$ cat src/rtl/wcts_pkg.sv
package wcts_pkg;

    // Fixed field widths of the request and response
    localparam int FIELD_BITS  = 16;
    localparam int HANDLE_BITS = 8;
    localparam int COUNT_BITS  = 5;
    localparam int STATUS_BITS = 3;

    typedef enum logic [STATUS_BITS-1:0] {
        ST_INSERTED = 3'd0,
        ST_MISMATCH = 3'd1,
        ST_FULL     = 3'd2,
        ST_SELECTED = 3'd3,
        ST_EMPTY    = 3'd4,
        ST_NOHIT    = 3'd5
    } status_t;

    typedef enum logic [0:0] {
        OP_INSERT = 1'b0,
        OP_SELECT = 1'b1
    } opcode_t;

    typedef struct packed {
        logic [0:0]             opcode;
        logic [HANDLE_BITS-1:0] channel_handle;
        logic [FIELD_BITS-1:0]  owner_tag;
        logic [FIELD_BITS-1:0]  weight;
        logic [FIELD_BITS-1:0]  draw;
    } req_t;

    typedef struct packed {
        logic [STATUS_BITS-1:0] status;
        logic [HANDLE_BITS-1:0] chosen_handle;
        logic [COUNT_BITS-1:0]  entry_count;
    } rsp_t;

    // Commands from the controller to the datapath
    typedef struct packed {
        logic    load;
        logic    ins_start;
        logic    sel_start;
        logic    shift;
        logic    put;
        logic    sel_step;
        logic    finish;
        status_t code;
    } ctrl_cmd_t;

    // Status from the datapath to the controller
    typedef struct packed {
        logic is_insert;
        logic mismatch;
        logic full;
        logic empty;
        logic greater;
        logic at_first;
        logic hit;
        logic last;
        logic out_free;
    } dp_stat_t;

endpackage

$ cat src/rtl/wcts_ram.sv
module wcts_ram #(
    parameter int DATA_BITS = 24,
    parameter int DEPTH     = 16
) (
    input  logic                     clk,
    input  logic                     wr_en,
    input  logic [$clog2(DEPTH)-1:0] wr_addr,
    input  logic [DATA_BITS-1:0]     wr_data,
    input  logic                     rd_en,
    input  logic [$clog2(DEPTH)-1:0] rd_addr,
    output logic [DATA_BITS-1:0]     rd_data
);

    logic [DATA_BITS-1:0] mem [DEPTH];
    logic [DATA_BITS-1:0] rd_data_reg;

    // Write port and registered read port
    always_ff @(posedge clk)
    begin
        if (wr_en)
        begin
            mem[wr_addr] <= wr_data;
        end
        if (rd_en)
        begin
            rd_data_reg <= mem[rd_addr];
        end
    end

    assign rd_data = rd_data_reg;

endmodule

$ cat src/rtl/wcts_ctrl.sv
module wcts_ctrl (
    input  logic                  clk,
    input  logic                  rst_n,
    input  logic                  req_valid,
    output logic                  req_ready,
    input  wcts_pkg::dp_stat_t    stat,
    output wcts_pkg::ctrl_cmd_t   cmd
);

    typedef enum logic [4:0] {
        S_IDLE = 5'b00001,
        S_INS  = 5'b00010,
        S_PUT  = 5'b00100,
        S_SEL  = 5'b01000,
        S_RESP = 5'b10000
    } state_t;

    state_t            state_reg, state_next;
    wcts_pkg::status_t code_reg, code_next;

    // Hold state and pending reject code
    always_ff @(posedge clk or negedge rst_n)
    begin
        if (!rst_n)
        begin
            state_reg <= S_IDLE;
            code_reg  <= wcts_pkg::ST_INSERTED;
        end
        else
        begin
            state_reg <= state_next;
            code_reg  <= code_next;
        end
    end

    assign req_ready = (state_reg == S_IDLE);

    // Sequence each request
    always_comb
    begin
        state_next = state_reg;
        code_next  = code_reg;
        cmd        = '0;
        cmd.code   = wcts_pkg::ST_INSERTED;
        case (state_reg)
            S_IDLE:
            begin
                if (req_valid)
                begin
                    cmd.load = 1'b1;
                    if (stat.is_insert)
                    begin
                        if (stat.mismatch)
                        begin
                            code_next  = wcts_pkg::ST_MISMATCH;
                            state_next = S_RESP;
                        end
                        else if (stat.full)
                        begin
                            code_next  = wcts_pkg::ST_FULL;
                            state_next = S_RESP;
                        end
                        else
                        begin
                            cmd.ins_start = 1'b1;
                            state_next    = stat.empty ? S_PUT : S_INS;
                        end
                    end
                    else if (stat.empty)
                    begin
                        code_next  = wcts_pkg::ST_EMPTY;
                        state_next = S_RESP;
                    end
                    else
                    begin
                        cmd.sel_start = 1'b1;
                        state_next    = S_SEL;
                    end
                end
            end
            S_INS:
            begin
                // Move smaller entries up one slot, or drop the new one in
                if (stat.greater)
                begin
                    cmd.shift  = 1'b1;
                    state_next = stat.at_first ? S_PUT : S_INS;
                end
                else if (stat.out_free)
                begin
                    cmd.put    = 1'b1;
                    cmd.finish = 1'b1;
                    cmd.code   = wcts_pkg::ST_INSERTED;
                    state_next = S_IDLE;
                end
            end
            S_PUT:
            begin
                if (stat.out_free)
                begin
                    cmd.put    = 1'b1;
                    cmd.finish = 1'b1;
                    cmd.code   = wcts_pkg::ST_INSERTED;
                    state_next = S_IDLE;
                end
            end
            S_SEL:
            begin
                // Accumulate weights until the running sum passes the draw or the last entry is reached
                if (stat.hit || stat.last)
                begin
                    if (stat.out_free)
                    begin
                        cmd.finish = 1'b1;
                        cmd.code   = stat.hit ? wcts_pkg::ST_SELECTED : wcts_pkg::ST_NOHIT;
                        state_next = S_IDLE;
                    end
                end
                else
                begin
                    cmd.sel_step = 1'b1;
                end
            end
            S_RESP:
            begin
                if (stat.out_free)
                begin
                    cmd.finish = 1'b1;
                    cmd.code   = code_reg;
                    state_next = S_IDLE;
                end
            end
            default:
            begin
                state_next = S_IDLE;
            end
        endcase
    end

endmodule

$ cat src/rtl/wcts_dp.sv
module wcts_dp #(
    parameter int TABLE_DEPTH = 16,
    parameter int WEIGHT_BITS = 16
) (
    input  logic                  clk,
    input  logic                  rst_n,
    input  wcts_pkg::req_t        req,
    input  wcts_pkg::ctrl_cmd_t   cmd,
    output wcts_pkg::dp_stat_t    stat,
    output logic                  rsp_valid,
    input  logic                  rsp_ready,
    output wcts_pkg::rsp_t        rsp
);

    localparam int SW   = (WEIGHT_BITS < wcts_pkg::FIELD_BITS) ?
                          WEIGHT_BITS : wcts_pkg::FIELD_BITS;
    localparam int AW   = $clog2(TABLE_DEPTH);
    localparam int CW   = $clog2(TABLE_DEPTH + 1);
    localparam int SUMW = SW + CW;
    localparam int HB   = wcts_pkg::HANDLE_BITS;
    localparam int DW   = HB + SW;

    logic [HB-1:0]   handle_reg;
    logic [SW-1:0]   weight_reg;
    logic [SW-1:0]   draw_reg;
    logic            owner_known_reg;
    logic [wcts_pkg::FIELD_BITS-1:0] owner_reg;
    logic [CW-1:0]   fill_reg, fill_next;
    logic [CW-1:0]   idx_reg, idx_next;
    logic [SUMW-1:0] sum_reg, sum_next;
    logic            rsp_valid_reg, rsp_valid_next;
    wcts_pkg::rsp_t  rsp_reg, rsp_next;

    logic            wr_en;
    logic [AW-1:0]   wr_addr;
    logic [DW-1:0]   wr_data;
    logic            rd_en;
    logic [CW-1:0]   rd_idx;
    logic [DW-1:0]   rd_data;
    logic [HB-1:0]   rd_handle;
    logic [SW-1:0]   rd_weight;
    logic [SUMW-1:0] sum_add;
    logic [CW-1:0]   idx_inc;
    logic            out_free;

    assign rd_handle = rd_data[DW-1:SW];
    assign rd_weight = rd_data[SW-1:0];
    assign sum_add   = sum_reg + SUMW'(rd_weight);
    assign idx_inc   = idx_reg + CW'(1);
    assign out_free  = !rsp_valid_reg || rsp_ready;

    // Status toward the controller
    always_comb
    begin
        stat           = '0;
        stat.is_insert = (req.opcode == wcts_pkg::OP_INSERT);
        stat.mismatch  = owner_known_reg && (req.owner_tag != owner_reg);
        stat.full      = (fill_reg == CW'(TABLE_DEPTH));
        stat.empty     = (fill_reg == '0);
        stat.greater   = (weight_reg > rd_weight);
        stat.at_first  = (idx_reg == CW'(1));
        stat.hit       = (SUMW'(draw_reg) < sum_add);
        stat.last      = (idx_inc == fill_reg);
        stat.out_free  = out_free;
    end

    // Table port steering
    always_comb
    begin
        wr_en   = cmd.shift || cmd.put;
        wr_addr = idx_reg[AW-1:0];
        wr_data = cmd.shift ? rd_data : {handle_reg, weight_reg};
        rd_en   = 1'b0;
        rd_idx  = '0;
        if (cmd.ins_start)
        begin
            rd_en  = (fill_reg != '0);
            rd_idx = fill_reg - CW'(1);
        end
        else if (cmd.shift)
        begin
            rd_en  = (idx_reg >= CW'(2));
            rd_idx = idx_reg - CW'(2);
        end
        else if (cmd.sel_start)
        begin
            rd_en  = 1'b1;
            rd_idx = '0;
        end
        else if (cmd.sel_step)
        begin
            rd_en  = 1'b1;
            rd_idx = idx_inc;
        end
    end

    wcts_ram #(
        .DATA_BITS (DW),
        .DEPTH     (TABLE_DEPTH)
    ) u_table (
        .clk     (clk),
        .wr_en   (wr_en),
        .wr_addr (wr_addr),
        .wr_data (wr_data),
        .rd_en   (rd_en),
        .rd_addr (rd_idx[AW-1:0]),
        .rd_data (rd_data)
    );

    // Scan index, running sum, fill count, result
    always_comb
    begin
        idx_next       = idx_reg;
        sum_next       = sum_reg;
        fill_next      = fill_reg;
        rsp_valid_next = rsp_valid_reg && !rsp_ready;
        rsp_next       = rsp_reg;
        if (cmd.ins_start)
        begin
            idx_next = fill_reg;
        end
        if (cmd.sel_start)
        begin
            idx_next = '0;
            sum_next = '0;
        end
        if (cmd.shift)
        begin
            idx_next = idx_reg - CW'(1);
        end
        if (cmd.sel_step)
        begin
            idx_next = idx_inc;
            sum_next = sum_add;
        end
        if (cmd.put)
        begin
            fill_next = fill_reg + CW'(1);
        end
        if (cmd.finish)
        begin
            rsp_valid_next        = 1'b1;
            rsp_next.status       = cmd.code;
            rsp_next.chosen_handle = (cmd.code == wcts_pkg::ST_SELECTED) ? rd_handle : '0;
            rsp_next.entry_count  = wcts_pkg::COUNT_BITS'(fill_next);
        end
    end

    // Control registers
    always_ff @(posedge clk or negedge rst_n)
    begin
        if (!rst_n)
        begin
            fill_reg        <= '0;
            owner_known_reg <= 1'b0;
            owner_reg       <= '0;
            rsp_valid_reg   <= 1'b0;
        end
        else
        begin
            fill_reg      <= fill_next;
            rsp_valid_reg <= rsp_valid_next;
            if (cmd.load && stat.is_insert && !owner_known_reg)
            begin
                owner_known_reg <= 1'b1;
                owner_reg       <= req.owner_tag;
            end
        end
    end

    // Payload registers
    always_ff @(posedge clk)
    begin
        idx_reg <= idx_next;
        sum_reg <= sum_next;
        rsp_reg <= rsp_next;
        if (cmd.load)
        begin
            handle_reg <= req.channel_handle;
            weight_reg <= req.weight[SW-1:0];
            draw_reg   <= req.draw[SW-1:0];
        end
    end

    assign rsp_valid = rsp_valid_reg;
    assign rsp       = rsp_reg;

endmodule

$ cat src/rtl/weighted_channel_table_select_unit.sv
// One request at a time: the next request is accepted the cycle after a response is loaded.
// An insert moves each table entry lighter than the new one up one slot through the table
// memory, then puts the new entry in the freed slot.
// A select reads and sums entries in order until the running sum passes the draw or the last entry is reached.
// Rejects (owner mismatch, full, empty) go to the S_RESP state and respond from there.
// Reset clears the fill count, owner tag and handshake state; the table is left as is.
module weighted_channel_table_select_unit #(
    parameter int TABLE_DEPTH = 16,
    parameter int WEIGHT_BITS = 16
) (
    input  logic            clk,
    input  logic            rst_n,
    input  logic            req_valid,
    output logic            req_ready,
    input  wcts_pkg::req_t  req,
    output logic            rsp_valid,
    input  logic            rsp_ready,
    output wcts_pkg::rsp_t  rsp
);

    wcts_pkg::ctrl_cmd_t cmd;
    wcts_pkg::dp_stat_t  stat;

    wcts_ctrl u_ctrl (
        .clk       (clk),
        .rst_n     (rst_n),
        .req_valid (req_valid),
        .req_ready (req_ready),
        .stat      (stat),
        .cmd       (cmd)
    );

    wcts_dp #(
        .TABLE_DEPTH (TABLE_DEPTH),
        .WEIGHT_BITS (WEIGHT_BITS)
    ) u_dp (
        .clk       (clk),
        .rst_n     (rst_n),
        .req       (req),
        .cmd       (cmd),
        .stat      (stat),
        .rsp_valid (rsp_valid),
        .rsp_ready (rsp_ready),
        .rsp       (rsp)
    );

endmodule

$ cat config.mk
export PLATFORM = sky130hd
export DESIGN_NAME = weighted_channel_table_select_unit
export DESIGN_NICKNAME = d
export VERILOG_FILES = /design/src/rtl/wcts_pkg.sv /design/src/rtl/wcts_ram.sv /design/src/rtl/wcts_ctrl.sv /design/src/rtl/wcts_dp.sv /design/src/rtl/weighted_channel_table_select_unit.sv
export SDC_FILE = /design/constraint.sdc
export NUM_CORES = 1
export LEC_CHECK = 0
export ABC_CLOCK_PERIOD_IN_PS = 10900
export BUFFER_PORTS_ARGS = -buffer_cell sky130_fd_sc_hd__clkbuf_2
export CORE_UTILIZATION = 25
export CTS_CLUSTER_SIZE = 16
export DETAILED_ROUTE_END_ITERATION = 7
export SYNTH_ARGS = -nofsm -noshare
export SYNTH_HDL_FRONTEND = slang
export SYNTH_SLANG_ARGS = --single-unit
$ cat constraint.sdc
create_clock -name clk -period 10.9 [get_ports clk]
set_input_delay 2.18 -clock clk [delete_from_list [all_inputs] [get_ports clk]]
set_output_delay 2.18 -clock clk [all_outputs]
set_load 0.005 [all_outputs]
==> impl_metrics.yaml, run 1 <==
status:
  outcome: "finished clean"
die:
  die_h_um: 301.8
  die-width_um: 301.8
  die_area_um2: 91100
  io_pins: 79
  start_util_pct: 25.35
  row_count: 109
  core-area_um2: 88650
route:
  drtAntennaViolNets: 0
  dr.pass1.iters: 7
  totalWireLength_um: 54020
  drt_iter0_markers: 963
  wl_per_cell_um: 19.30
  vias: 12750
  remaining_drc_errors: 0
  vias_per_cell: 4.557
setup_path:
  path_cells: "ha_1 -> inv_1 -> fa_1 -> nor2b_1 -> o2111ai_1 -> nand2_2 -> a311oi_4 -> xnor2_1 -> ha_1 -> nand2_1 -> o21ai_0 -> a211oi_1 -> o31a_1 -> a41oi_1 -> and4b_1 -> nand3_4 -> o221ai_4 -> buf_4 -> buf_12 -> mux2i_1 -> a22oi_1 -> a21oi_1 -> a21oi_2"
  cp_common_cell: "ha_1"
  endpoint_kind: "flip-flop"
  critPathMaxFanout: 141
  path_buf_inv: 3
  cp_slowest_stage_delay_ps: 770
  arrival_ps: 7450
  cpMaxStageDelayCell: "buf_12"
  cp-start-kind: "flip-flop"
  cp.required_ps: 11220
  crit_family: "compound AO/OA/AOI/OAI gates"
  critPathKind: "flip-flop to flip-flop"
synth:
  synth_edf_count: 490
  synth_top_flop_cell: "edfxtp_1"
  post-synth-top-count-cell: "edfxtp_1"
  ys_types: 73
  synthArstFlopShare_pct: 5.950
  ys_seq_area_share_pct: 68.93
  avgSynthCellArea_um2: 15.19
  yosysTopAreaCell: "edfxtp_1"
  synth_top_cells_by_count: "edfxtp_1 (490), mux2i_1 (192), nand2_1 (105)"
  yosysWarnings: 0
  netlist.area_leader.share_pct: 65.47
  synth_cells: 1480
  synthTopCellsByArea: "edfxtp_1 (65%), mux2i_1 (8.6%), dfrtp_1 (3.3%)"
  syn-cell-area_um2: 22470
  synth-seq-cells: 521
clocking:
  cts_made_buffers: 55
  cts_sinks: 521
  cts_tree: "done"
  cts-resized-gates: 0
  ctsRootBufferMaster: "clkbuf_16"
  clk_latency_ps: 620
  cts_setup_buffers: 0
  clk_pin_slew_worst_paths_ps: 60
  htree_levels: 2
  clk_path_buf_depth: 3
  ctsHoldBuffers: 0
sta:
  tns_ps: 0
  finClkSkew_ps: 24.29
  final-hold-violation-count: 0
  max_freq_ghz: 0.1403
  finalSetupViolCount: 0
  min_period_ps: 7128
  final_max_slew_viol_count: 0
  final.period_utilization_pct: 65.40
  tightestPinTransition_ps: 1109
  relSlewSlack_pct: 26.01
  rsz0062_at_grt: "no"
global_route:
  grt_util_all_layers_pct: 11.75
  antenna_found_initial: 0
  grt_pass1_wl_um: 80700
  grt_overflow: 0
  grt_max_degree: 142
  grt_pass1_vias: 13060
pwr:
  powerDensity_nw_per_um2: 197.1
  peakVddDrop_mv: 0.1149
  power_leakage_nw: 8.427
  p_total_w: 0.005126
finish:
  drive_above_1_share_pct: 15.67
  multi_input_area_um2: 6504
  seq_area_um2: 15490
  fin_nets: 1711
  syn_to_final_growth_pct: 15.73
  fin_area_um2: 26010
  largest_reg_flops: 384
  num_antenna_cells: 0
  stdcell_count: 2799
  fillers: 8789
placement:
  placed_cell_area_um2: 24300
  post-dp-hpwl_um: 30790
  io_buffers: 78
  place_congestion: 0.8111
  dp.cells: 2699
min_path:
  hp-class: "flip-flop to flip-flop"
run:
  drv_cap: 0
per-layer routing:
layer	wire, µm	track usage, %	part of all wire, %	up-vias
met1	23820	15.31	44	6459
met4	1045	3.355	1.9	0
met3	2572	1.932	4.8	64
met5	0	0	0	-
li1	-	-	-	5911
met2	26590	20.05	49	320
where the power goes:
group / total, W / internal [W] / switching (W)
combinational: 0.000838 / 0.000315 / 0.000523
sequential: 0.00252 / 0.00243 / 0.0000964
clock: 0.00177 / 0.00100 / 0.000765
total: 0.00513 / 0.00374 / 0.00138
kinds of logic after synthesis:
| family | synth area share, % |
|---|---|
| XOR/XNOR | 1.832 |
| multiplexers | 9.453 |
| flip-flops | 68.93 |
| other | 0.01669 |
| adder cells (fa/ha/maj) | 3.318 |
| AO/OA/AOI/OAI | 7.895 |
| AND/OR/NAND/NOR | 5.913 |
| buffers and inverters | 2.644 |
cells in the final DEF (no fill, tap or decap), drive strengths merged, types with 30 or more instances in the layout:
cell type,instances
mux2i,192
buf,42
dfrtp,30
a22oi,98
clkbuf,143
xnor2,33
nand3,36
edfxtp,490
o21ai,62
nand2,106
nor2,64
ha,58
a21oi,35
inv,36
cell type report:
| class | count | share of cell area [%] |
|---|---|---|
| Clock buffer | 65 | 5.436 |
| Clock inverter | 35 | 1.140 |
| Inverter | 34 | 0.4907 |
| Multi-Input combinational cell | 859 | 25.01 |
| Sequential cell | 521 | 59.56 |
| Tap cell | 1165 | 5.604 |
| Timing Repair Buffer | 120 | 2.761 |
worst paths after layout:
| path | end | startpoint | depth (start not counted) | slack, ps |
|---|---|---|---|---|
| max in group asynchronous | u_dp.fill_reg[4] | rst_n | 1 | 8730 |
| worst min-delay path | u_ctrl.code_reg[1] | u_ctrl.code_reg[1] | 1 | 510 |
| worst min register to register | u_ctrl.code_reg[1] | u_ctrl.code_reg[1] | 1 | 510 |
| worst max-delay path | u_dp.u_table.rd_data[22] | u_dp.u_table.rd_data[0] | 23 | 3770 |
| worst max register to register | u_dp.u_table.rd_data[22] | u_dp.u_table.rd_data[0] | 23 | 3770 |
| min in group asynchronous | u_ctrl.state_reg[2] | rst_n | 1 | 1650 |
through the flow:
stage / setup slack, ps / utilization (%) / hold WS, ps
final: 3772 / 29.34 / 515.0
after global routing: 3355 / 29.34 / 534.0
after CTS: 3707 / 29.34 / 518.5
after detailed placement: 3755 / 27.41 / 503.5
after global placement: 3914 / 27.41 / 489.8
after floorplan: 5169 / - / 465.0
No activity file was read; power rests on OpenSTA's default activity.
==> run 2: changes to the inputs <==
- ABC_AREA: unset -> 1
- ABC_CLOCK_PERIOD_IN_PS: 10900 -> 6000
- clock period: 10.9 -> 6 ns (I/O delays scaled with it)
==> run 2 against run 1 <==
  * Die area increased by 4.1%
  * Clock skew increased by 49 ps
  * Sequential cell count unchanged
  * Fmax increased by 43%
  * Count of clock-buffer cells in the layout increased by 5
  * Total power increased by 71%
  * Sequential power increased by 75%
  * Critical path type unchanged
  * Highest routed layer unchanged
==> impl_metrics.yaml, run 2 <==
sta:
  max_freq_ghz: 0.2003
  rsz0062_at_grt: "no"
  tns_ps: 0
  whs_ps: 480.1
  min_period_ps: 4994
  relSlewSlack_pct: 20.97
  fin_ws_ps: 1006
  tightestPinTransition_ps: 1183
  final_max_slew_viol_count: 0
  finalSetupViolCount: 0
  final.period_utilization_pct: 83.23
  final-hold-violation-count: 0
  finClkSkew_ps: 73.09
route:
  totalWireLength_um: 60660
  vias_per_cell: 4.543
  drt_iter0_markers: 1772
  wl_per_cell_um: 17.41
  vias: 15830
  remaining_drc_errors: 0
  drtAntennaViolNets: 0
  dr.pass1.iters: 6
die:
  row_count: 111
  die_area_um2: 94810
  die_h_um: 307.9
  start_util_pct: 25.37
  core-area_um2: 92220
  io_pins: 79
  die-width_um: 307.9
synth:
  synth_edf_count: 490
  synthArstFlopShare_pct: 5.950
  synth_top_cells_by_count: "nand2_1 (511), nand3_1 (510), edfxtp_1 (490)"
  synth_top_flop_cell: "edfxtp_1"
  synthTopCellsByArea: "edfxtp_1 (63%), nand3_1 (11%), nand2_1 (8.2%)"
  yosysWarnings: 0
  netlist.area_leader.share_pct: 62.89
  avgSynthCellArea_um2: 11.10
  synth_cells: 2108
  yosysTopAreaCell: "edfxtp_1"
  synth-seq-cells: 521
  ys_seq_area_share_pct: 66.22
  syn-cell-area_um2: 23390
  ys_types: 52
  post-synth-top-count-cell: "nand2_1"
status:
  outcome: "finished clean"
setup_path:
  arrival_ps: 5440
  endpoint_kind: "flip-flop"
  cp_slowest_stage_delay_ps: 450
  cpMaxStageDelayCell: "fa_1"
  critPathMaxFanout: 82
  cp.required_ps: 6440
  cp-start-kind: "flip-flop"
  cp_common_cell: "nand2_1"
  critPathKind: "flip-flop to flip-flop"
run:
  drv_cap: 0
placement:
  post-place-ws_ps: 1008
  place_congestion: 0.8493
  io_buffers: 78
  post-dp-hpwl_um: 34560
clocking:
  clk_path_buf_depth: 3
  htree_levels: 2
  cts-resized-gates: 0
  ctsHoldBuffers: 0
  cts_setup_buffers: 0
  cts_sinks: 521
  clk_latency_ps: 640
  clk_pin_slew_worst_paths_ps: 60
  cts_tree: "done"
  ctsRootBufferMaster: "clkbuf_16"
  cts_made_buffers: 55
pwr:
  power_leakage_nw: 10.37
  peakVddDrop_mv: 0.2585
  powerDensity_nw_per_um2: 323.7
global_route:
  grt_max_degree: 157
  grt_pass1_wl_um: 91890
  antenna_found_initial: 1
  grt_util_all_layers_pct: 12.57
  grt_pass1_vias: 15380
  grt_overflow: 0
finish:
  fillers: 9454
  layout_common_cells: "nand3_1 (509), nand2_1 (508), edfxtp_1 (490), inv_1 (126), clkbuf_2 (78)"
  fin_nets: 2321
  syn_to_final_growth_pct: 15.70
  fin_util_pct: 29.35
  multi_input_area_um2: 6880
  drive_above_1_share_pct: 11.29
  final_common_cell: "nand3_1"
  seq_area_um2: 15490
  largest_reg_flops: 384
min_path:
  hp-class: "flip-flop to flip-flop"
[run 2: final timing paths]
kind	cells after the start	slack, ps	endpoint	from
max	32	1010	u_dp.u_table.rd_data[13]	u_dp.u_table.rd_data[0]
min	2	480	u_dp.owner_known_reg	u_dp.owner_known_reg
max reg2reg	32	1010	u_dp.u_table.rd_data[13]	u_dp.u_table.rd_data[0]
min reg2reg	2	480	u_dp.owner_known_reg	u_dp.owner_known_reg
max in group asynchronous	1	4870	u_dp.fill_reg[4]	rst_n
min in group asynchronous	1	650	u_dp.owner_reg[3]	rst_n
[run 2: stage by stage]
stage / std cells / cell area [µm²] / total power (W)
6_report: 3485 / 27070 / 0.008762
5_1_grt: 3484 / 27060 / 0.009111
2_1_floorplan: 2112 / 23410 / 0.005126
3_3_place_gp: 3387 / 25350 / 0.005560
3_5_place_dp: 3387 / 25350 / 0.005573
4_1_cts: 3484 / 27060 / 0.008826
[run 2: final cells by class]
type	count	share of cell area [%]
diodes	1	0.009245
clock buffers	70	5.293
clock inverters	27	1.049
inverters	134	1.858
multi-input cells	1349	25.42
flip-flops and latches	521	57.23
well taps	1243	5.746
repair buffers	140	3.393
[run 2: per-layer routing]
metal,GRT usage (%),vias to the layer above,wire length [µm]
met5,0,-,0
met4,3.633,0,1435
met3,1.656,86,3975
met2,20.68,527,28750
met1,17.20,7632,26510
li1,-,7587,-
[run 2: worst max-delay path: cells and delay by family (launching register included)]
kind                     cells  cell delay (ps)
flip-flops                   1              410
AND/OR/NAND/NOR             23             2540
buffers and inverters        4              540
adder cells (fa/ha/maj)      3              950
XOR/XNOR                     1              170
AO/OA/AOI/OAI                1              100
[run 2: cell families (layout without fill, tap and decap cells)]
logic type                 count (synthesis)  after routing  synth area share, %
and+or+nand+nor                         1129           1129                21.33
DFF                                      521            521                66.22
buffers and inverters                    242            371                4.781
AOI/OAI and AO/OA                        114            114                2.818
adders and majority gates                 59             59                3.188
xor gates and xnor gates                  35             35                1.310
muxes                                      7              7               0.3370
other                                      1              6              0.01603
[run 2: where the power goes]
group / switching (W) / internal [W] / total, W
Clock: 0.00141 / 0.00186 / 0.00327
Sequential: 0.0000961 / 0.00432 / 0.00441
Combinational: 0.000739 / 0.000339 / 0.00108
==> run 3: changes to the inputs <==
- ABC_CLOCK_PERIOD_IN_PS: 6000 -> 4850
- clock period: 6 -> 4.85 ns (I/O delays scaled with it)
==> run 3 against run 2 <==
  * Cell count grew 1.2%
  * Sequential share of layout area shrank 1.8 points
  * Total power grew 28%
  * Via count grew 2.6%
  * Worst setup slack lost 660 ps
  * Count of clock-buffer cells in the layout shrank 1
  * Fmax grew 11%
  * Critical endpoint is now u_dp.u_table.rd_data[9]
==> impl_metrics.yaml, run 3 (synthesized netlist as in run 2, its figures left out) <==
status:
  outcome: "finished clean"
global_route:
  grt_pass1_vias: 15410
  grt_max_degree: 124
  grt_overflow: 0
  antenna_found_initial: 2
  grt_util_all_layers_pct: 12.76
  grt_pass1_wl_um: 93160
route:
  wl_per_cell_um: 17.97
  vias: 16250
  dr.pass1.iters: 5
  remaining_drc_errors: 0
  vias_per_cell: 4.606
  drt_iter0_markers: 1593
  drtAntennaViolNets: 0
  totalWireLength_um: 63400
sta:
  finalSetupViolCount: 0
  whs_ps: 428.7
  final_max_slew_viol_count: 0
  tightestPinTransition_ps: 1218
  final.period_utilization_pct: 92.83
  max_freq_ghz: 0.2221
  finClkSkew_ps: 52.78
  relSlewSlack_pct: 18.07
  final-hold-violation-count: 0
  tns_ps: 0
  min_period_ps: 4502
setup_path:
  endpoint_kind: "flip-flop"
  critPathKind: "flip-flop to flip-flop"
  cp.required_ps: 5300
  arrival_ps: 4950
  critPathMaxFanout: 14
  cp_slowest_stage_delay_ps: 450
  cpMaxStageDelayCell: "fa_1"
  cp_common_cell: "nand2_1"
  cp-start-kind: "flip-flop"
clocking:
  cts_made_buffers: 56
  cts_tree: "done"
  htree_levels: 2
  clk_path_buf_depth: 3
  cts_sinks: 521
  clk_pin_slew_worst_paths_ps: 60
  clk_latency_ps: 630
  ctsRootBufferMaster: "clkbuf_16"
finish:
  num_antenna_cells: 0
  drive_above_1_share_pct: 13.44
  fillers: 9454
  largest_reg_flops: 384
  syn_to_final_growth_pct: 19.42
  fin_area_um2: 27940
  multi_input_area_um2: 6953
  stdcell_count: 3528
  fin_nets: 2359
  layout_common_cells: "nand3_1 (508), nand2_1 (506), edfxtp_1 (490), inv_1 (125), clkbuf_2 (78)"
  final_common_cell: "nand3_1"
  seq_area_um2: 15490
die:
  die_h_um: 307.9
  start_util_pct: 25.37
  row_count: 111
  die_area_um2: 94810
  die-width_um: 307.9
  io_pins: 79
  core-area_um2: 92220
placement:
  io_buffers: 78
  place_congestion: 0.8578
  dp.cells: 3402
  post-dp-hpwl_um: 34960
  placed_cell_area_um2: 25590
pwr:
  peakVddDrop_mv: 0.3077
  powerDensity_nw_per_um2: 400.7
  power_leakage_nw: 10.76
run:
  drv_cap: 0
min_path:
  hp-class: "input port to asynchronous set/reset pin"
[run 3: cell types whose count changed in the layout (fill, tap and decap cells not counted), moves of 4 or more]
cell | previous run | this run
o21ai_0 | 46 | 50
buf_12 | 5 | 22
buf_4 | 57 | 64
clkinv_2 | 6 | 12
clkbuf_16 | 55 | 63
o21ai_1 | 4 | 0
clkbuf_1 | 15 | 11
[run 3: worst paths after layout]
check | start | endpoint | slack, ps | depth (start not counted)
max in group asynchronous | rst_n | u_ctrl.state_reg[2] | 3930 | 1
setup / recovery | u_dp.u_table.rd_data[0] | u_dp.u_table.rd_data[9] | 350 | 33
setup reg to reg | u_dp.u_table.rd_data[0] | u_dp.u_table.rd_data[9] | 350 | 33
hold / removal | rst_n | u_dp.owner_reg[7] | 430 | 1
hold reg to reg | u_dp.owner_known_reg | u_dp.owner_known_reg | 480 | 2
min in group clk | u_dp.owner_known_reg | u_dp.owner_known_reg | 480 | 2
[run 3: metrics by stage]
step	worst slack, ps	util (%)	total power, W
finish	347.6	30.30	0.01120
global route	-2.661	30.30	0.01164
CTS	62.28	29.80	0.01127
detailed placement	126.0	27.74	0.006902
global placement	167.0	27.74	0.006884
floorplan	15.97	-	0.006342
[run 3: power by group]
part	internal (W)	total (W)	switching, W
clock network	0.00257	0.00437	0.00180
registers	0.00534	0.00546	0.000120
logic	0.000439	0.00137	0.000929
total	0.00834	0.0112	0.00285
[run 3: final cells by class]
| cell class | count | share of cell area (%) |
|---|---|---|
| clock buffers | 69 | 5.343 |
| clock inverters | 35 | 1.433 |
| well taps | 1243 | 5.567 |
| repair buffers | 175 | 5.513 |
| flip-flops and latches | 521 | 55.45 |
| multi-input cells | 1351 | 24.89 |
| inverters | 134 | 1.809 |
[run 3: worst max-delay path, delay by kind of cell (launching register included)]
family	cells	cell delay (ps)
buffers and inverters	7	890
DFF	1	410
AOI/OAI and AO/OA	1	90
adders and majority gates	3	980
and+or+nand+nor	21	1830
xor gates and xnor gates	1	170
[run 3: what timing repair did]
action                                  4_1_cts  5_1_grt
gates resized for setup                       0       31
setup buffers                                 0       15
hold buffers                                  0        0
endpoints found under the setup margin        0       24
[run 3: layer usage]
layer	vias to the layer above	wire length (µm)	track usage (%)
met5	-	0	0
met4	0	1616	3.448
met3	99	4074	1.539
met2	567	30270	21.11
met1	7913	27440	17.54
li1	7671	-	-
